==> src/hw/rtl/assc_pkg.sv <==
// shared constants, types and state codes of the audio sync sample correction block
package assc_pkg;

  // field widths
  localparam int DIFF_W = 32;
  localparam int MAG_W  = 33;
  localparam int SUM_W  = 48;
  localparam int NS_W   = 16;
  localparam int WANT_W = 17;
  localparam int WARM_W = 5;
  localparam int ADDR_W = 5;
  localparam int DATA_W = 32;

  localparam logic [WARM_W-1:0] AVG_WARMUP = 5'd20;

  localparam logic [SUM_W-1:0] SUM_MAX = 48'h7FFF_FFFF_FFFF;
  localparam logic [SUM_W-1:0] SUM_MIN = 48'h8000_0000_0000;

  // serial shift-add multiplier
  localparam int MUL_A_W   = 48;
  localparam int MUL_B_W   = 18;
  localparam int MUL_P_W   = 66;
  localparam int MUL_CNT_W = 5;
  localparam logic [MUL_CNT_W-1:0] MUL_STEPS = 5'd18;

  // serial divide by one hundred
  localparam int NP_W      = 23;
  localparam int QUOT_W    = 16;
  localparam int REM_W     = 7;
  localparam int DIV_CNT_W = 5;
  localparam logic [DIV_CNT_W-1:0] DIV_STEPS = 5'd23;
  localparam logic [REM_W:0]       DIV_BY    = 8'd100;

  localparam logic [6:0] PCT_MAX = 7'd100;

  typedef enum logic [2:0] {
    REG_SYNC_SOURCE,
    REG_AUDIO_PRESENT,
    REG_VIDEO_PRESENT,
    REG_DIFF_THRESHOLD,
    REG_AVG_COEF,
    REG_NOSYNC_LIMIT,
    REG_CORRECTION_PCT,
    REG_SAMPLE_RATE
  } reg_idx_e;

  typedef enum logic [1:0] {
    SRC_VIDEO,
    SRC_AUDIO,
    SRC_EXTERNAL
  } sync_src_e;

  typedef enum logic [3:0] {
    ST_IDLE,
    ST_MUL_SUM,
    ST_SUM_UPD,
    ST_AVG_GO,
    ST_MUL_AVG,
    ST_MUL_DELTA,
    ST_MUL_PCT,
    ST_DIV,
    ST_FINISH,
    ST_DONE
  } state_e;

  // status of a serial arithmetic unit
  typedef struct packed {
    logic busy;
    logic done;
  } unit_status_t;

endpackage

==> src/hw/rtl/assc_mul.sv <==
// bit-serial shift-add multiplier, one multiplier bit per cycle
module assc_mul import assc_pkg::*; (
  input  logic               clk_i,
  input  logic               rst_ni,
  input  logic               start_i,
  input  logic [MUL_A_W-1:0] a_i,
  input  logic [MUL_B_W-1:0] b_i,
  output unit_status_t       status_o,
  output logic [MUL_P_W-1:0] prod_o
);

  logic [MUL_P_W-1:0]   acc_q, acc_d;
  logic [MUL_P_W-1:0]   a_q, a_d;
  logic [MUL_B_W-1:0]   b_q, b_d;
  logic [MUL_CNT_W-1:0] cnt_q, cnt_d;
  logic                 busy_q, busy_d;
  logic                 done_q, done_d;

  always_comb begin
    acc_d  = acc_q;
    a_d    = a_q;
    b_d    = b_q;
    cnt_d  = cnt_q;
    busy_d = busy_q;
    done_d = 1'b0;
    if (start_i) begin
      acc_d  = '0;
      a_d    = {{(MUL_P_W-MUL_A_W){1'b0}}, a_i};
      b_d    = b_i;
      cnt_d  = MUL_STEPS;
      busy_d = 1'b1;
    end else if (busy_q) begin
      // add the shifted multiplicand when the current multiplier bit is set
      if (b_q[0]) begin
        acc_d = acc_q + a_q;
      end
      a_d   = {a_q[MUL_P_W-2:0], 1'b0};
      b_d   = {1'b0, b_q[MUL_B_W-1:1]};
      cnt_d = cnt_q - 1'b1;
      if (cnt_q == 1) begin
        busy_d = 1'b0;
        done_d = 1'b1;
      end
    end
  end

  always_ff @(posedge clk_i or negedge rst_ni) begin
    if (!rst_ni) begin
      busy_q <= 1'b0;
      done_q <= 1'b0;
      cnt_q  <= '0;
    end else begin
      busy_q <= busy_d;
      done_q <= done_d;
      cnt_q  <= cnt_d;
    end
  end

  always_ff @(posedge clk_i) begin
    acc_q <= acc_d;
    a_q   <= a_d;
    b_q   <= b_d;
  end

  assign status_o.busy = busy_q;
  assign status_o.done = done_q;
  assign prod_o        = acc_q;

endmodule

==> src/hw/rtl/assc_div100.sv <==
// restoring divider by one hundred, one quotient bit per cycle
module assc_div100 import assc_pkg::*; (
  input  logic              clk_i,
  input  logic              rst_ni,
  input  logic              start_i,
  input  logic [NP_W-1:0]   dividend_i,
  output unit_status_t      status_o,
  output logic [QUOT_W-1:0] quot_o,
  output logic [REM_W-1:0]  rem_o
);

  logic [NP_W-1:0]      x_q, x_d;
  logic [REM_W-1:0]     rem_q, rem_d;
  logic [DIV_CNT_W-1:0] cnt_q, cnt_d;
  logic                 busy_q, busy_d;
  logic                 done_q, done_d;
  logic [REM_W:0]       trial;
  logic                 ge;

  assign trial = {rem_q, x_q[NP_W-1]};
  assign ge    = (trial >= DIV_BY);

  always_comb begin
    x_d    = x_q;
    rem_d  = rem_q;
    cnt_d  = cnt_q;
    busy_d = busy_q;
    done_d = 1'b0;
    if (start_i) begin
      x_d    = dividend_i;
      rem_d  = '0;
      cnt_d  = DIV_STEPS;
      busy_d = 1'b1;
    end else if (busy_q) begin
      // dividend bits shift out at the top, quotient bits shift in at the bottom
      rem_d = ge ? REM_W'(trial - DIV_BY) : REM_W'(trial);
      x_d   = {x_q[NP_W-2:0], ge};
      cnt_d = cnt_q - 1'b1;
      if (cnt_q == 1) begin
        busy_d = 1'b0;
        done_d = 1'b1;
      end
    end
  end

  always_ff @(posedge clk_i or negedge rst_ni) begin
    if (!rst_ni) begin
      busy_q <= 1'b0;
      done_q <= 1'b0;
      cnt_q  <= '0;
    end else begin
      busy_q <= busy_d;
      done_q <= done_d;
      cnt_q  <= cnt_d;
    end
  end

  always_ff @(posedge clk_i) begin
    x_q   <= x_d;
    rem_q <= rem_d;
  end

  assign status_o.busy = busy_q;
  assign status_o.done = done_q;
  assign quot_o        = x_q[QUOT_W-1:0];
  assign rem_o         = rem_q;

endmodule

==> src/hw/rtl/audio_sync_sample_correction_top.sv <==
// top level of the audio sync sample correction block
//
// One input transfer per audio frame carries the audio-minus-master clock
// difference (signed, 2^-20 s units), a flag that says whether the difference
// is defined, and the frame's sample count; one output transfer returns the
// sample count to play and a flag telling that this frame cleared the
// averaging filter. Items are worked one at a time. When audio is the master
// clock, or the difference is undefined or too large, the item goes straight
// to the done state and its result is loaded into the output register as soon
// as that register is free. Otherwise the filter update runs through a
// bit-serial multiplier (18 steps); a warm-up item stops after it, and an item
// whose averaged difference stays below the threshold stops after a second
// multiplication. A correcting item uses the multiplier four times and a
// bit-serial divide by one hundred (23 steps) for the clamp limits. The
// multiplier and divider handle one bit per cycle; a result still stalled in
// the output register holds the next one back. The next input is taken once
// the result sits in the output register, even while the output side stalls
// it. The registers sit on an APB-style port at byte address 4*index; the user
// must write them only while idle, and the block itself does not enforce it.
module audio_sync_sample_correction_top import assc_pkg::*; (
  input  logic              clk_i,
  input  logic              rst_ni,
  // input item channel
  input  logic              in_valid_i,
  output logic              in_stall_o,
  input  logic [DIFF_W-1:0] clock_diff_i,
  input  logic              diff_valid_i,
  input  logic [NS_W-1:0]   frame_samples_i,
  // result channel
  output logic              out_valid_o,
  input  logic              out_stall_i,
  output logic [WANT_W-1:0] wanted_samples_o,
  output logic              filter_reset_o,
  // register port
  input  logic              psel,
  input  logic              penable,
  input  logic              pwrite,
  input  logic [ADDR_W-1:0] paddr,
  input  logic [DATA_W-1:0] pwdata,
  output logic [DATA_W-1:0] prdata,
  output logic              pready
);

  // ---------------------------------------------------------------------------
  // configuration registers
  // ---------------------------------------------------------------------------
  logic [1:0]  src_q;
  logic        audio_q;
  logic        video_q;
  logic [30:0] thr_q;
  logic [15:0] coef_q;
  logic [30:0] limit_q;
  logic [6:0]  pct_q;
  logic [17:0] rate_q;

  logic     cfg_wr;
  reg_idx_e cfg_idx;

  assign pready  = 1'b1;
  assign cfg_wr  = psel && penable && pwrite && pready;
  assign cfg_idx = reg_idx_e'(paddr[ADDR_W-1:2]);

  always_ff @(posedge clk_i or negedge rst_ni) begin
    if (!rst_ni) begin
      src_q   <= SRC_AUDIO;
      audio_q <= 1'b1;
      video_q <= 1'b1;
      thr_q   <= 31'd48234;
      coef_q  <= 16'd52057;
      limit_q <= 31'd10485760;
      pct_q   <= 7'd10;
      rate_q  <= 18'd48000;
    end else if (cfg_wr) begin
      case (cfg_idx)
        REG_SYNC_SOURCE:    src_q   <= pwdata[1:0];
        REG_AUDIO_PRESENT:  audio_q <= pwdata[0];
        REG_VIDEO_PRESENT:  video_q <= pwdata[0];
        REG_DIFF_THRESHOLD: thr_q   <= pwdata[30:0];
        REG_AVG_COEF:       coef_q  <= pwdata[15:0];
        REG_NOSYNC_LIMIT:   limit_q <= pwdata[30:0];
        REG_CORRECTION_PCT: pct_q   <= pwdata[6:0];
        REG_SAMPLE_RATE:    rate_q  <= pwdata[17:0];
        default: ;
      endcase
    end
  end

  always_comb begin
    case (cfg_idx)
      REG_SYNC_SOURCE:    prdata = {30'd0, src_q};
      REG_AUDIO_PRESENT:  prdata = {31'd0, audio_q};
      REG_VIDEO_PRESENT:  prdata = {31'd0, video_q};
      REG_DIFF_THRESHOLD: prdata = {1'b0, thr_q};
      REG_AVG_COEF:       prdata = {16'd0, coef_q};
      REG_NOSYNC_LIMIT:   prdata = {1'b0, limit_q};
      REG_CORRECTION_PCT: prdata = {25'd0, pct_q};
      REG_SAMPLE_RATE:    prdata = {14'd0, rate_q};
      default:            prdata = '0;
    endcase
  end

  // ---------------------------------------------------------------------------
  // item registers and filter state
  // ---------------------------------------------------------------------------
  state_e state_q, state_d;

  logic [DIFF_W-1:0] diff_q;
  logic [NS_W-1:0]   n_q;
  logic [MAG_W-1:0]  mag_q;
  logic [SUM_W-1:0]  sum_q;     // signed, 2^-20 s
  logic [WARM_W-1:0] warm_q;
  logic [31:0]       dmag_q;    // magnitude of the sample change
  logic [WANT_W-1:0] res_wanted_q;
  logic              res_reset_q;

  logic              out_valid_q;
  logic [WANT_W-1:0] out_wanted_q;
  logic              out_reset_q;

  // arithmetic units
  logic               mul_start;
  logic [MUL_A_W-1:0] mul_a;
  logic [MUL_B_W-1:0] mul_b;
  unit_status_t       mul_st;
  logic [MUL_P_W-1:0] mul_prod;
  logic               div_start;
  unit_status_t       div_st;
  logic [QUOT_W-1:0]  div_quot;
  logic [REM_W-1:0]   div_rem;

  assc_mul u_mul (
    .clk_i    (clk_i),
    .rst_ni   (rst_ni),
    .start_i  (mul_start),
    .a_i      (mul_a),
    .b_i      (mul_b),
    .status_o (mul_st),
    .prod_o   (mul_prod)
  );

  assc_div100 u_div (
    .clk_i      (clk_i),
    .rst_ni     (rst_ni),
    .start_i    (div_start),
    .dividend_i (mul_prod[NP_W-1:0]),
    .status_o   (div_st),
    .quot_o     (div_quot),
    .rem_o      (div_rem)
  );

  // ---------------------------------------------------------------------------
  // combinational datapath
  // ---------------------------------------------------------------------------
  logic             in_accept;
  logic             audio_master;
  logic [MAG_W-1:0] in_mag;
  logic             in_sync;
  logic             run_filter;
  logic [SUM_W-1:0] sum_abs;

  assign in_accept = in_valid_i && !in_stall_o;

  // master resolution
  always_comb begin
    case (sync_src_e'(src_q))
      SRC_VIDEO: audio_master = !video_q && audio_q;
      SRC_AUDIO: audio_master = audio_q;
      default:   audio_master = 1'b0;
    endcase
  end

  assign in_mag  = clock_diff_i[DIFF_W-1] ? (MAG_W'(0) - {1'b1, clock_diff_i})
                                          : {1'b0, clock_diff_i};
  assign in_sync = diff_valid_i && (in_mag < {2'b00, limit_q});
  assign run_filter = !audio_master && in_sync;

  assign sum_abs = sum_q[SUM_W-1] ? (SUM_W'(0) - sum_q) : sum_q;

  // filter update: diff + floor(coef * sum / 2^16), saturated
  logic [SUM_W-1:0]   f_trunc;
  logic [SUM_W-1:0]   f_ceil;
  logic [SUM_W+1:0]   f_sgn;
  logic [SUM_W+1:0]   s_full;
  logic [SUM_W-1:0]   s_sat;

  assign f_trunc = mul_prod[SUM_W+15:16];
  assign f_ceil  = f_trunc + {{(SUM_W-1){1'b0}}, |mul_prod[15:0]};
  assign f_sgn   = sum_q[SUM_W-1] ? ((SUM_W+2)'(0) - {2'b00, f_ceil})
                                  : {2'b00, f_trunc};
  assign s_full  = {{(SUM_W+2-DIFF_W){diff_q[DIFF_W-1]}}, diff_q} + f_sgn;

  always_comb begin
    if (s_full[SUM_W+1:SUM_W-1] == 3'b000 || s_full[SUM_W+1:SUM_W-1] == 3'b111) begin
      s_sat = s_full[SUM_W-1:0];
    end else if (s_full[SUM_W+1]) begin
      s_sat = SUM_MIN;
    end else begin
      s_sat = SUM_MAX;
    end
  end

  // averaged difference against the threshold
  logic avg_ge;
  assign avg_ge = (mul_prod[MUL_P_W-1:16] >= {19'd0, thr_q});

  logic [6:0] pct_sat;
  assign pct_sat = (pct_q > PCT_MAX) ? PCT_MAX : pct_q;

  // clamp of the corrected count to the percent window
  logic [WANT_W-1:0] quot_ceil;
  logic [WANT_W-1:0] lo;
  logic [WANT_W-1:0] hi;
  logic [33:0]       delta;
  logic [33:0]       w_sum;
  logic [WANT_W-1:0] w_clamp;

  assign quot_ceil = {1'b0, div_quot} + {{(WANT_W-1){1'b0}}, (div_rem != '0)};
  assign lo     = {1'b0, n_q} - quot_ceil;
  assign hi     = {1'b0, n_q} + {1'b0, div_quot};
  assign delta  = diff_q[DIFF_W-1] ? (34'd0 - {2'b00, dmag_q}) : {2'b00, dmag_q};
  assign w_sum  = {18'd0, n_q} + delta;

  always_comb begin
    if ($signed(w_sum) < $signed({17'd0, lo})) begin
      w_clamp = lo;
    end else if ($signed(w_sum) > $signed({17'd0, hi})) begin
      w_clamp = hi;
    end else begin
      w_clamp = w_sum[WANT_W-1:0];
    end
  end

  // output register is free when empty or being taken this cycle
  logic out_free;
  assign out_free = !out_valid_q || !out_stall_i;

  // ---------------------------------------------------------------------------
  // sequencer: next state
  // ---------------------------------------------------------------------------
  always_comb begin
    state_d = state_q;
    case (state_q)
      ST_IDLE: begin
        if (in_accept) begin
          state_d = run_filter ? ST_MUL_SUM : ST_DONE;
        end
      end
      ST_MUL_SUM: begin
        if (mul_st.done) begin
          state_d = ST_SUM_UPD;
        end
      end
      ST_SUM_UPD: begin
        state_d = (warm_q < AVG_WARMUP) ? ST_DONE : ST_AVG_GO;
      end
      ST_AVG_GO: begin
        state_d = ST_MUL_AVG;
      end
      ST_MUL_AVG: begin
        if (mul_st.done) begin
          state_d = avg_ge ? ST_MUL_DELTA : ST_DONE;
        end
      end
      ST_MUL_DELTA: begin
        if (mul_st.done) begin
          state_d = ST_MUL_PCT;
        end
      end
      ST_MUL_PCT: begin
        if (mul_st.done) begin
          state_d = ST_DIV;
        end
      end
      ST_DIV: begin
        if (div_st.done) begin
          state_d = ST_FINISH;
        end
      end
      ST_FINISH: begin
        state_d = ST_DONE;
      end
      ST_DONE: begin
        if (out_free) begin
          state_d = ST_IDLE;
        end
      end
      default: state_d = ST_IDLE;
    endcase
  end

  // ---------------------------------------------------------------------------
  // sequencer: outputs to the units and handshakes
  // ---------------------------------------------------------------------------
  logic out_load;

  always_comb begin
    in_stall_o = 1'b1;
    mul_start  = 1'b0;
    mul_a      = '0;
    mul_b      = '0;
    div_start  = 1'b0;
    out_load   = 1'b0;
    case (state_q)
      ST_IDLE: begin
        in_stall_o = 1'b0;
        // coef * |sum|
        if (in_accept && run_filter) begin
          mul_start = 1'b1;
          mul_a     = sum_abs;
          mul_b     = {2'b00, coef_q};
        end
      end
      ST_AVG_GO: begin
        // |sum| * (1 - coef)
        mul_start = 1'b1;
        mul_a     = sum_abs;
        mul_b     = MUL_B_W'(18'd65536 - {2'b00, coef_q});
      end
      ST_MUL_AVG: begin
        // |diff| * sample rate
        if (mul_st.done && avg_ge) begin
          mul_start = 1'b1;
          mul_a     = {{(MUL_A_W-MAG_W){1'b0}}, mag_q};
          mul_b     = rate_q;
        end
      end
      ST_MUL_DELTA: begin
        // frame samples * percent
        if (mul_st.done) begin
          mul_start = 1'b1;
          mul_a     = {{(MUL_A_W-NS_W){1'b0}}, n_q};
          mul_b     = {{(MUL_B_W-7){1'b0}}, pct_sat};
        end
      end
      ST_MUL_PCT: begin
        div_start = mul_st.done;
      end
      ST_DONE: begin
        out_load = out_free;
      end
      default: ;
    endcase
  end

  // ---------------------------------------------------------------------------
  // registers
  // ---------------------------------------------------------------------------
  always_ff @(posedge clk_i or negedge rst_ni) begin
    if (!rst_ni) begin
      state_q     <= ST_IDLE;
      sum_q       <= '0;
      warm_q      <= '0;
      out_valid_q <= 1'b0;
    end else begin
      state_q <= state_d;
      // filter clear on an undefined or out-of-range difference when audio is not the master
      if (state_q == ST_IDLE && in_accept && !audio_master && !in_sync) begin
        sum_q  <= '0;
        warm_q <= '0;
      end else if (state_q == ST_SUM_UPD) begin
        sum_q <= s_sat;
        if (warm_q < AVG_WARMUP) begin
          warm_q <= warm_q + 1'b1;
        end
      end
      if (out_load) begin
        out_valid_q <= 1'b1;
      end else if (!out_stall_i) begin
        out_valid_q <= 1'b0;
      end
    end
  end

  always_ff @(posedge clk_i) begin
    if (state_q == ST_IDLE && in_accept) begin
      diff_q       <= clock_diff_i;
      n_q          <= frame_samples_i;
      mag_q        <= in_mag;
      res_wanted_q <= {1'b0, frame_samples_i};
      res_reset_q  <= !audio_master && !in_sync;
    end
    if (state_q == ST_MUL_DELTA && mul_st.done) begin
      dmag_q <= mul_prod[51:20];
    end
    if (state_q == ST_FINISH) begin
      res_wanted_q <= w_clamp;
    end
    if (out_load) begin
      out_wanted_q <= res_wanted_q;
      out_reset_q  <= res_reset_q;
    end
  end

  assign out_valid_o      = out_valid_q;
  assign wanted_samples_o = out_wanted_q;
  assign filter_reset_o   = out_reset_q;

  // ---------------------------------------------------------------------------
  // assertions
  // ---------------------------------------------------------------------------
  // warm-up counter never passes its limit
  assert property (@(posedge clk_i) disable iff (!rst_ni) warm_q <= AVG_WARMUP)
    else $error("warm-up count beyond limit");

  // a multiplier result only arrives while the sequencer waits for one
  assert property (@(posedge clk_i) disable iff (!rst_ni)
    mul_st.done |-> (state_q == ST_MUL_SUM || state_q == ST_MUL_AVG ||
                     state_q == ST_MUL_DELTA || state_q == ST_MUL_PCT))
    else $error("multiplier result arrived in an unexpected state");

  // the divider only runs during the divide step
  assert property (@(posedge clk_i) disable iff (!rst_ni)
    div_st.busy |-> state_q == ST_DIV)
    else $error("divider busy outside the divide step");

  // the sum update follows a finished multiplication
  assert property (@(posedge clk_i) disable iff (!rst_ni)
    $rose(state_q == ST_SUM_UPD) |-> $past(mul_st.done))
    else $error("sum update without a finished product");

endmodule

==> config.mk <==
export PLATFORM = sky130hd
export DESIGN_NAME = audio_sync_sample_correction_top
export DESIGN_NICKNAME = d
export VERILOG_FILES = /design/src/hw/rtl/assc_pkg.sv /design/src/hw/rtl/assc_mul.sv /design/src/hw/rtl/assc_div100.sv /design/src/hw/rtl/audio_sync_sample_correction_top.sv
export SDC_FILE = /design/constraint.sdc
export NUM_CORES = 2
export LEC_CHECK = 0
export ABC_CLOCK_PERIOD_IN_PS = 7100
export BUFFER_PORTS_ARGS = -buffer_cell sky130_fd_sc_hd__buf_2
export CAP_MARGIN = 10
export CORE_ASPECT_RATIO = 1.5
export CORE_UTILIZATION = 34
export CTS_CLUSTER_SIZE = 12
export DETAILED_ROUTE_END_ITERATION = 8
export GPL_ROUTABILITY_DRIVEN = 1
export PLACE_DENSITY_LB_ADDON = 0.05
export SLEW_MARGIN = 10
export SYNTH_ARGS = -nofsm -noshare
export SYNTH_HDL_FRONTEND = slang
export SYNTH_SLANG_ARGS = --single-unit
==> constraint.sdc <==
create_clock -name clk_i -period 7.1 [get_ports clk_i]
set_clock_uncertainty 0.2 [all_clocks]
set_input_delay 0.71 -clock clk_i [delete_from_list [all_inputs] [get_ports clk_i]]
set_output_delay 0.71 -clock clk_i [all_outputs]
set_load 0.01 [all_outputs]
==> summary.md <==
| Metric | Value |
|---|---|
| Status | finished, final reports clean |
| First-pass GRT wire length | 199000 um |
| Final Max Slew Viols | 0 |
| DRC violations left | 0 |
| Met2 wire length | 66800 um |
| Hold Path Cell Cnt | 1 |
| Pleak | 18.5 nW |
| Sequential area share after synthesis | 0.359 |
| Most common cell after layout, fill and taps aside | nand2_1 |
| Fin Setup TNS | 0 ns |
| WS Path Type | reg -> reg |
| DR vias/cell | 5.44 |
| Tightest Pin Transition | 1.06 ns |
| Row count | 148 |
| Synth Area per Inst | 8.94 um^2 |
| RR Endpoint | sum_q[4] |
| Worst-path clk slew | 0.07 ns |
| Area of the multi-input gates | 22800 um^2 |
| Die ar. | 112000 um^2 |
| CP most frequent cell | buf_4 |
| Vias in the first global route | 32872 |
| CP required | 7.44 ns |
| Ys flop type | edfxtp_1 |
| Synth warn | 0 |
| Total Routing Usage GR | 0.231 |
| Initial core utilization | 0.344 |
| DR vias | 32547 |
| #FFs+latches synth | 507 |
| Layout cells sized above 1 | 0.175 |
| Worst setup SP type | flip-flop |
| CORE AREA | 109000 um^2 |
| Endpoints failing setup | 0 |
| HP Class | in -> reg |
| TritonRoute pass-1 iters | 5 |
| Met1 WL | 55900 um |
| Die height | 409 um |
| Maximum vdd drop | 223 uV |
| Port bufs | 140 |
| Async SR Flop Fraction | 0.353 |
| Uppermost routed layer | met5 |
| Routed wl met3 | 3750 um |
| Crit-path max cell delay | 0.35 ns |
| Clock sinks | 507 |
| First DRT Iteration DRCs | 1601 |
| # nets final | 4887 |
| I/O Pins | 146 |
| Final Hold Vio Count | 0 |
| Reg2reg path depth | 33 |
| Initial antenna violation count | 3 |
| Worst setup path start | u_mul.prod_o[11] |
| DP HPWL | 103000 um |
| Hold Path Sink | n_q[13] |
| Data arrival, critical path | 7.21 ns |
| R2R Setup Slk | 0.23 ns |
| Die width | 273 um |
| Post-synth EDFFs | 237 |
| Filler Cell Count | 11151 |
| Cell area after synthesis | 37500 um^2 |
| Finished Layout Cells | 5979 |
| Crit-path slowest cell | or3_1 |
| Final critical-path share of the clock period | 0.967 |
| Most frequent cells in the layout | nand2_1 (458), buf_4 (302), nor2_1 (293) |
| Critical path peak fanout | 5 |
| Sequential Area | 13500 um^2 |
| Worst setup EP type | flip-flop |
| Yosys cell types | 110 |
| Min Tclk post-route | 6.87 ns |
| Post-DRT Antenna Nets | 0 |
| Routed wire per std cell | 21.8 um |
| Pin count of the biggest net entering global routing | 71 |
| Max-Cap Viols | 0 |
| Cell chosen for the clock root | clkbuf_16 |
| CTS tree | done |
| Gr ovfl total | 0 |
| Placed insts | 5850 |
| Reg2Reg Launch Point | u_mul.prod_o[11] |
| Power Total | 20.3 mW |
| Clk_lat worst skew | 0.67 ns |
| Cells after Synth | 4191 |
| Num CTS Buffers | 58 |
| P&R area growth vs syn | 17.9% |
| Max Clock Freq | 146 MHz |
| Gpl congestion | 0.893 |
| Total Wirelength | 130000 um |
| Pwr/cell area | 458 nW/um^2 |
| Hold Startpoint | frame_samples_i[13] |
| Relative slew slack | 0.287 |
| Maximum clock path buffer count | 3 |
| Htree depth | 2 |
## logic make-up (layout without fill, tap and decap cells)
logic type	count (synthesis)	count (layout)	synth area share
compound gates	1188	1188	0.215
xor+xnor	333	333	0.0778
fa+ha+maj	290	290	0.0980
buf+inv	423	784	0.0467
flops	507	507	0.359
mux	103	103	0.0303
other cells	2	4	0.000200
simple gates	1345	1345	0.173
## how the worst max path moves through the flow
stage | end | slack, ns | cells past startpoint
final | sum_q[4] | 0.23 | 33
after global routing | sum_q[4] | -0.02 | 32
after CTS | sum_q[22] | 0.01 | 28
after detailed placement | sum_q[22] | -0.44 | 30
after global placement | sum_q[22] | -0.50 | 30
after floorplan | u_mul.a_q[0] | 0.11 | 18
## Yosys cell counts (75+ instances only)
cell,n,share of area
a21o_1,98,0.020
a21oi_1,264,0.035
clkbuf_1,163,0.016
dfrtp_1,147,0.098
dfxtp_1,91,0.049
edfxtp_1,237,0.19
ha_1,284,0.095
inv_1,205,0.021
nand2_1,462,0.046
nand3_1,110,0.015
nor2_1,298,0.030
nor3_1,75,0.010
o21ai_0,289,0.039
xnor2_1,215,0.050
xor2_1,118,0.028
## area by class of cell
cell class	count	area share
Timing Repair Buffer	469	0.0765
Clock inverter	29	0.00784
Antenna cell	1	0.0000566
Tap cell	1425	0.0403
Clock buffer	80	0.0375
Multi-Input combinational cell	3262	0.516
Sequential cell	507	0.304
Inverter	206	0.0175
## through the flow
stage | cell area (um^2) | hold slack [ns] | worst slack, ns | util
after global placement | 41600 | 0.200 | -0.495 | 0.382
final | 44200 | 0.0556 | 0.231 | 0.406
after CTS | 43800 | 0.00424 | 0.00999 | 0.402
after floorplan | 37500 | 0.200 | 0.111 | -
after detailed placement | 41600 | 0.205 | -0.435 | 0.382
after global routing | 44200 | 0.0264 | -0.0182 | 0.406
## worst max-delay path, delay by kind of cell, from the launching register on
| kind | cells | cell delay, ns |
|---|---|---|
| XOR/XNOR | 2 | 0.38 |
| adder cells (fa/ha/maj) | 2 | 0.43 |
| multiplexers | 1 | 0.17 |
| flip-flops | 1 | 0.32 |
| AND/OR/NAND/NOR | 13 | 2.82 |
| AO/OA/AOI/OAI | 7 | 1.15 |
| buffers and inverters | 8 | 1.27 |
## flip-flops by register name, indices dropped and copies added (netlist names), 16 cells and up
register          count
u_mul.a_q            66
u_mul.prod_o         66
sum_q                48
diff_q               32
dmag_q               32
mag_q                32
limit_q              31
thr_q                31
u_div.x_q            23
rate_q               18
u_mul.b_q            18
res_wanted_q         17
wanted_samples_o     17
coef_q               16
n_q                  16
## layer usage
metal / up-vias / global-route usage
met5: - / 0
met4: 4 / 0.0632
met3: 155 / 0.0190
met2: 616 / 0.425
met1: 15743 / 0.284
li1: 16029 / -
## power by group
| group | switching [mW] | internal (mW) | total [mW] | leakage (nW) |
|---|---|---|---|---|
| Clock | 1.33 | 1.86 | 3.19 | 0.989 |
| Combinational | 6.85 | 5.10 | 11.9 | 12.3 |
| Sequential | 0.937 | 4.18 | 5.12 | 5.13 |
## repair_timing
item / CTS / global route
endpoints found under the hold margin: 59 / 0
hold buffers: 11 / 0
buffers inserted: 1 / 9
endpoints found under the setup margin: 48 / 48
cloned: 0 / 0
pin swaps: 7 / 32
resized for setup: 17 / 71
Note: power is estimated with default switching activity, not from simulation.
